**src/hdl/ssse_pkg.sv**
```systemverilog
// ============================================================================
// ssse_pkg
// Shared widths, codes, command/status bundles and helpers for the
// segmented space symbol encoder.
// ============================================================================
package ssse_pkg;

    // Default values of the top-level parameters
    localparam int MAX_AXES_DEF    = 3;
    localparam int TABLE_DEPTH_DEF = 4096;
    localparam int MAX_CHUNKS_DEF  = 512;
    localparam int MAX_LEVELS_DEF  = 16;

    // Number of vector lanes carried on the ports
    localparam int AXES_N = 3;

    // Port widths
    localparam int IN_W   = 136;
    localparam int OUT_W  = 72;
    localparam int CFG_AW = 3;
    localparam int CFG_DW = 32;

    // Field widths
    localparam int IDX_W  = 12;
    localparam int CNT_W  = 16;
    localparam int LINK_W = 12;
    localparam int VAL_W  = 32;
    localparam int TOT_W  = 25;
    localparam int LOW_W  = 24;
    localparam int FREQ_W = 16;

    // Internal widths
    localparam int SIZE_W = 25;     // cell edge
    localparam int CEN_W  = 33;     // centered value
    localparam int EXT_W  = 35;     // cell start and search bounds
    localparam int PC_W   = 7;      // entries per chunk, up to 64
    localparam int BASE_W = 19;     // chunk times entries per chunk
    localparam int AX_W   = 2;
    localparam int STEP_W = 3;
    localparam int CC_W   = 13;
    localparam int ENTRY_W = CNT_W + CNT_W + LINK_W;

    // Load index divider: one quotient bit per cycle
    localparam int DIV_CNT_W = 4;
    localparam logic [DIV_CNT_W-1:0] DIV_LAST = DIV_CNT_W'(IDX_W - 1);

    // Exact divide by three for values below 2**25: (x * M) >> 26
    localparam int DIV3_W     = 26;
    localparam int DIV3_SHIFT = 26;
    localparam logic [DIV3_W-1:0] DIV3_MUL = 26'd22369622;

    // Configuration register indexes
    typedef enum logic [CFG_AW-1:0] {
        REG_AXIS_COUNT  = 3'd0,
        REG_SPLIT_STEPS = 3'd1,
        REG_OUTER_SIZE  = 3'd2,
        REG_CHUNK_COUNT = 3'd3,
        REG_CENTER_X    = 3'd4,
        REG_CENTER_Y    = 3'd5,
        REG_CENTER_Z    = 3'd6
    } cfg_reg_t;

    // Controller states
    typedef enum logic [3:0] {
        ST_IDLE,
        ST_LDIV,
        ST_LWRITE,
        ST_CENTER,
        ST_RANGE,
        ST_OOR,
        ST_CHECK,
        ST_EMIT,
        ST_DIV,
        ST_SEARCH,
        ST_ADDR,
        ST_NEXT,
        ST_RESID
    } state_t;

    // Source of an output result
    typedef enum logic [1:0] {
        OSEL_OOR,
        OSEL_SYM,
        OSEL_RES
    } out_sel_t;

    // Controller to datapath commands
    typedef struct packed {
        logic     accept;
        logic     ldiv_step;
        logic     load_write;
        logic     center;
        logic     init;
        logic     check;
        logic     div;
        logic     search;
        logic     next;
        logic     res_step;
        logic     out_load;
        out_sel_t out_sel;
        logic     out_last;
    } ssse_cmd_t;

    // Datapath to controller status
    typedef struct packed {
        logic div_last;
        logic in_ok;
        logic cont;
        logic size_gt1;
        logic res_last;
        logic out_free;
    } ssse_stat_t;

    // Entries per chunk: steps raised to the number of axes
    function automatic logic [PC_W-1:0] ssse_per_chunk(input logic [STEP_W-1:0] s,
                                                       input logic [AX_W-1:0] a);
        logic [PC_W-1:0] s7;
        logic [PC_W-1:0] r;
        s7 = PC_W'(s);
        case (a)
            2'd2:    r = PC_W'(s7 * s7);
            2'd3:    r = PC_W'(s7 * s7 * s7);
            default: r = s7;
        endcase
        return r;
    endfunction

endpackage

```
**src/hdl/ssse_ctrl.sv**
```systemverilog
// ============================================================================
// ssse_ctrl
// Sequencer for load and encode requests: drives the datapath one step
// at a time and decides when results go out.
// ============================================================================
module ssse_ctrl
    import ssse_pkg::*;
(
    input  logic       clk,
    input  logic       rst_n,
    input  logic       s_tvalid,
    input  logic       s_tuser,
    output logic       s_tready,
    input  ssse_stat_t stat,
    output ssse_cmd_t  cmd
);

    state_t state_reg, state_next;
    logic   have_sym_reg, have_sym_next;

    // state register
    always_ff @(posedge clk or negedge rst_n)
    begin
        if (!rst_n)
        begin
            state_reg    <= ST_IDLE;
            have_sym_reg <= 1'b0;
        end
        else
        begin
            state_reg    <= state_next;
            have_sym_reg <= have_sym_next;
        end
    end

    // next state and commands
    always_comb
    begin
        state_next    = state_reg;
        have_sym_next = have_sym_reg;
        cmd           = '0;
        cmd.out_sel   = OSEL_SYM;
        s_tready      = 1'b0;

        unique case (state_reg)
            ST_IDLE:
            begin
                s_tready = 1'b1;
                if (s_tvalid)
                begin
                    cmd.accept = 1'b1;
                    state_next = s_tuser ? ST_CENTER : ST_LDIV;
                end
            end
            ST_LDIV:
            begin
                cmd.ldiv_step = 1'b1;
                if (stat.div_last)
                begin
                    state_next = ST_LWRITE;
                end
            end
            ST_LWRITE:
            begin
                cmd.load_write = 1'b1;
                state_next     = ST_IDLE;
            end
            ST_CENTER:
            begin
                cmd.center = 1'b1;
                state_next = ST_RANGE;
            end
            ST_RANGE:
            begin
                if (stat.in_ok)
                begin
                    cmd.init      = 1'b1;
                    have_sym_next = 1'b0;
                    state_next    = ST_CHECK;
                end
                else
                begin
                    state_next = ST_OOR;
                end
            end
            ST_OOR:
            begin
                if (stat.out_free)
                begin
                    cmd.out_load = 1'b1;
                    cmd.out_sel  = OSEL_OOR;
                    cmd.out_last = 1'b1;
                    state_next   = ST_IDLE;
                end
            end
            ST_CHECK:
            begin
                cmd.check  = 1'b1;
                state_next = ST_EMIT;
            end
            ST_EMIT:
            begin
                // previous level's symbol goes out once the next step is known
                if (!have_sym_reg || stat.out_free)
                begin
                    cmd.out_load = have_sym_reg;
                    cmd.out_sel  = OSEL_SYM;
                    cmd.out_last = !stat.cont && !stat.size_gt1;
                    priority if (stat.cont)
                        state_next = ST_DIV;
                    else if (stat.size_gt1)
                        state_next = ST_RESID;
                    else
                        state_next = ST_IDLE;
                end
            end
            ST_DIV:
            begin
                cmd.div    = 1'b1;
                state_next = ST_SEARCH;
            end
            ST_SEARCH:
            begin
                cmd.search = 1'b1;
                state_next = ST_ADDR;
            end
            ST_ADDR:
            begin
                state_next = ST_NEXT;
            end
            ST_NEXT:
            begin
                cmd.next      = 1'b1;
                have_sym_next = 1'b1;
                state_next    = ST_CHECK;
            end
            ST_RESID:
            begin
                if (stat.out_free)
                begin
                    cmd.out_load = 1'b1;
                    cmd.out_sel  = OSEL_RES;
                    cmd.out_last = stat.res_last;
                    cmd.res_step = 1'b1;
                    if (stat.res_last)
                    begin
                        state_next = ST_IDLE;
                    end
                end
            end
            default:
            begin
                state_next = ST_IDLE;
            end
        endcase
    end

endmodule

```
**config.mk**
```make
export PLATFORM = sky130hd
export DESIGN_NAME = ssse_ctrl
export DESIGN_NICKNAME = d
export VERILOG_FILES = /design/src/hdl/ssse_pkg.sv /design/src/hdl/ssse_ctrl.sv
export SDC_FILE = /design/constraint.sdc
export NUM_CORES = 1
export LEC_CHECK = 0
export BUFFER_PORTS_ARGS = -buffer_cell sky130_fd_sc_hd__buf_2
export CORE_AREA = 3 3 40 42
export CTS_CLUSTER_DIAMETER = 30
export CTS_CLUSTER_SIZE = 12
export DETAILED_ROUTE_END_ITERATION = 10
export DIE_AREA = 0 0 43 45
export GPL_TIMING_DRIVEN = 0
export PLACE_DENSITY = 0.73
export SETUP_SLACK_MARGIN = 0.4
export SYNTH_ARGS = -nofsm -noshare
export SYNTH_HDL_FRONTEND = slang
export SYNTH_SLANG_ARGS = --single-unit
export TNS_END_PERCENT = 1
```
**constraint.sdc**
```tcl
create_clock -name clk -period 2.39 [get_ports clk]
set_input_delay 0.478 -clock clk [delete_from_list [all_inputs] [get_ports clk]]
set_output_delay 0.478 -clock clk [all_outputs]
set_load 0.005 [all_outputs]
```
# Word-level counts from Yosys, hierarchy flattened
# Cells that the tools add are included.
# op_classes
n_reduce_logical	9
eq_ne	19
mux	30
# op_table
cell	n
$pmux 4 s12	1
$mux 4	10
$eq 4x4->1 const B	5
$eq 4x3->1 const B	4
$mux 1	14
$ne 2x2->1 const B	7
$pmux 4 s3	1
$eq 4x2->1 const B	2
$reduce_and 6->1	1
$mux 5	1
$eq 4x1->1 const B	1
$logic_not 4->1	1
$mux 2	2
$logic_not 1->1	3
$pmux 1 s2	1
$reduce_and 2->1	1
$reduce_bool 2->1	1
$logic_and 1x1->1	1
$logic_or 1x1->1	1
# word_totals
word_cells	60
regBits	5
output_inout_bits	15

# Longest topological paths before layout
# depth
word_depth	4
depth_mapped	6
ltp_nobuf	4

# Worst setup path after synthesis
# OpenSTA, ideal clock, no wires.
# synth_path
kind	register -> output
start	register state_reg[3]
end	output port cmd[0] in the netlist's numbering
t_required_ps	1912
n_path_buf	0
path_stages_with_launch	4
t_arrival_ps	1169
path_slack_ps	743
cell_sequence	dfrtp_1 -> nand4b_1 -> or4_1 -> o31ai_1
# synth_rtl
element	line	rtl
from (decl)	ssse_ctrl.sv:18	state_t state_reg, state_next;
from (signal assigned)	ssse_ctrl.sv:31	state_reg <= state_next;
to (decl)	ssse_ctrl.sv:15	output ssse_cmd_t cmd

==> metrics <==
Max Cap Viol 0; Tcrit/Tclk final a little under nine tenths; DR vias 721; Yosys top cell by area dfrtp_1; vias in the first global route between 600 and 700; slowest CP cell or4_4; share of cells above drive strength 1 38.05%; site row count 13; CP Cell Sequence nand4b_1 > or4_4 > o31ai_1 > buf_2; leakage ~0.40 nW; switching power of the nets 0.0003793 W; clock sink count 5; CP max FO 4; worst r2r dst state_reg[3]; Placer Congestion approximately 0.82; CTS Buf Count 3; ANT cells 0; r2r setup slk between 0.8 and 0.9 ns; PwrDens approximately 1100 nW/um^2; top post-synthesis cells by area dfrtp_1, nor2_1, nand2_1, nor2b_1, nor3_1; final hold violations 0; mux cell area share after synthesis under 10%; syn avg cell area between 6 and 7 um^2; Slew Limit Fails 0; largest net degree at the start of global routing 11; Final setup viols 0; post-route cell area 778.2 um^2; post-synthesis cell type count 33; io pins 25; worst skew pair latency about 0.24 ns; total routed wirelength between 1500 and 2000 um; switching share of power between 40% and 50%; kind of start point of the critical path flip-flop; gr usage total 18.41%; Initial Util 44.21%; clk_skew ~0.0036 ns; buffers and inverters on the worst path 1; core area about 1300 um^2; async set-reset flop share out of synthesis between 90% and 100%; Vias/cell 5.633; drt initial violations 28; CP Capture Type primary output; clock power share 11.6%; # DRC 0; largest family of logic cells by synthesized area simple AND/OR/NAND/NOR gates; post-route ant nets 0; Top delay family on crit path simple AND/OR/NAND/NOR gates; Fillers 120; setup TNS 0 ns; root buf cell clkbuf_4; Area after DPL slightly above 700 um^2; top_reg_cell synth dfrtp_1; Post-Syn Instances just over 80; Synth Area in XOR/XNOR 0%; port bufs 24; Seq/Total Area, Yosys 22.03%; number of synthesized flops with an enable pin 0; post-route setup slack 0.3433 ns; Flop pwr share roughly 16%; compound-cell area share of the yosys netlist around 22%; Largest register FFs 4; run status complete, no violations; CTS tree built; Max-slew headroom between 70 and 80%; height of the die 45 um; clk slew on worst S/H paths ~0.040 ns; measured slew at the worst slew-check pin 0.3077 ns; synthesized-area fraction occupied by and/or/nand/nor cells a little over 40%; critical path's largest stage delay 0.50 ns; CTS HTree Levels 1; setup slack at placement 0.5273 ns; Synth Net Count 93; antenna violations before repair 0; die width ~43 um; cts hold-fix bufs 0; total grt overflow 0; Sequential Area roughly 130 um^2; Crit path required time around 1.9 ns; Cell Int Power 0.0004392 W; Synth warnings 0; Max rail drop VDD approximately 660 uV; adder-cell share of the synthesized area 0%; Fmax roughly 0.5 GHz; Comb pwr share 72.3%; Final Critical Period about 2.0 ns; critical path class reg -> out; share of the synthesized area in the top cell type 22.03%; RSZ-0062 raised after global routing yes; Area Overhead vs Synth 37.00%; Synth Register Bits 5; reg2reg start state_reg[3]; Worst Path Arrival ~1.6 ns; first-pass GRT wire length about 2700 um; Longest Clk Path Bufs 2; area of the multi-input gates 392.9 um^2; R2R depth 5; die area 1935 um^2; cell area after synthesis between 500 and 600 um^2; Layout Nets approximately 120; hold crit path type in -> async; DR WL/cell about 13 um; hpwl dp around 1100 um; Initial DRT Pass Iterations 4
-- cell usage after synthesis (2+ instances only) --
cell / instances
nor2_1: 12
nand2_1: 10
dfrtp_1: 5
nor3_1: 5
a21oi_1: 4
inv_1: 4
nor2b_1: 4
o21ai_0: 4
a31oi_1: 3
buf_2: 3
nand2b_1: 3
nor4_1: 3
a21o_1: 2
clkbuf_2: 2
-- layer usage --
metal	track usage, %	vias to the layer above	routed length (um)	share of wire (%)
met1	23.96	330	676	42
li1	-	350	-	-
met4	8.434	0	14	0.87
met5	0	-	0	0
met2	28.14	39	772	48
met3	5.578	2	148	9.2
-- worst register-to-register path, cell delays in order, from the launching register on --
cell and delay, ns:
dfrtp_2 0.41, buf_4 0.16, and3b_1 0.18, o21ai_1 0.23, nand3_1 0.13, mux2_4 0.31
-- layout by cell type (no fill, tap or decap), types with 4 or more instances in the layout --
cell type	Yosys	final
buf_2	3	27
nor3_1	5	5
nor2_1	12	11
nand2_1	10	10
nor2b_1	4	4
inv_1	4	4
dfrtp_1	5	4
o21ai_0	4	4
a21oi_1	4	4
-- worst max path at each step --
| stage | from | endpoint | slack (ns) | depth (start not counted) |
|---|---|---|---|---|
| floorplan | state_reg[3] | cmd[0] | 0.74 | 3 |
| global placement | state_reg[3] | cmd[0] | 0.52 | 4 |
| detailed placement | state_reg[3] | cmd[0] | 0.53 | 4 |
| CTS | state_reg[3] | cmd[0] | 0.37 | 4 |
| global route | state_reg[3] | cmd[0] | 0.27 | 4 |
| finish | state_reg[3] | cmd[0] | 0.34 | 4 |
-- power groups by stage --
stage,Sequential (W),Clock [W],Combinational [W]
6_report,0.000132,0.0000950,0.000592
5_1_grt,0.000133,0.000109,0.000659
4_1_cts,0.000129,0.000100,0.000570
3_5_place_dp,0.000132,0,0.000537
3_3_place_gp,0.000131,0,0.000533
2_1_floorplan,0.000128,0,0.000397
-- metrics by stage --
stage / power, W / utilization (%) / cells / hold slack [ns]
after floorplan: 0.0005253 / - / 83 / 0.1824
after global placement: 0.0006644 / 55.01 / 122 / 0.2916
after detailed placement: 0.0006680 / 55.01 / 122 / 0.2939
after CTS: 0.0007999 / 59.30 / 128 / 0.03341
after global routing: 0.0009013 / 60.56 / 128 / 0.03155
final: 0.0008185 / 60.56 / 128 / 0.03987
-- cell type report --
cell class | instances | share of cell area, %
buffer | 8 | 8.199
tap | 15 | 2.412
inverter | 4 | 1.929
multi-input combinational | 66 | 50.48
clock buffer | 4 | 3.376
timing repair buffer | 26 | 17.36
sequential | 5 | 16.24
-- cell families after synthesis --
group / Yosys count
simple gates: 45
compound gates: 19
buf+inv: 12
flops: 5
mux: 2
-- what timing repair did --
action                                  4_1_cts  5_1_grt
buffers inserted                              2        0
endpoints found under the setup margin        3        6
gates resized for setup                       5        5
pin swaps                                     0        1
(Power assumes the default switching activity.)
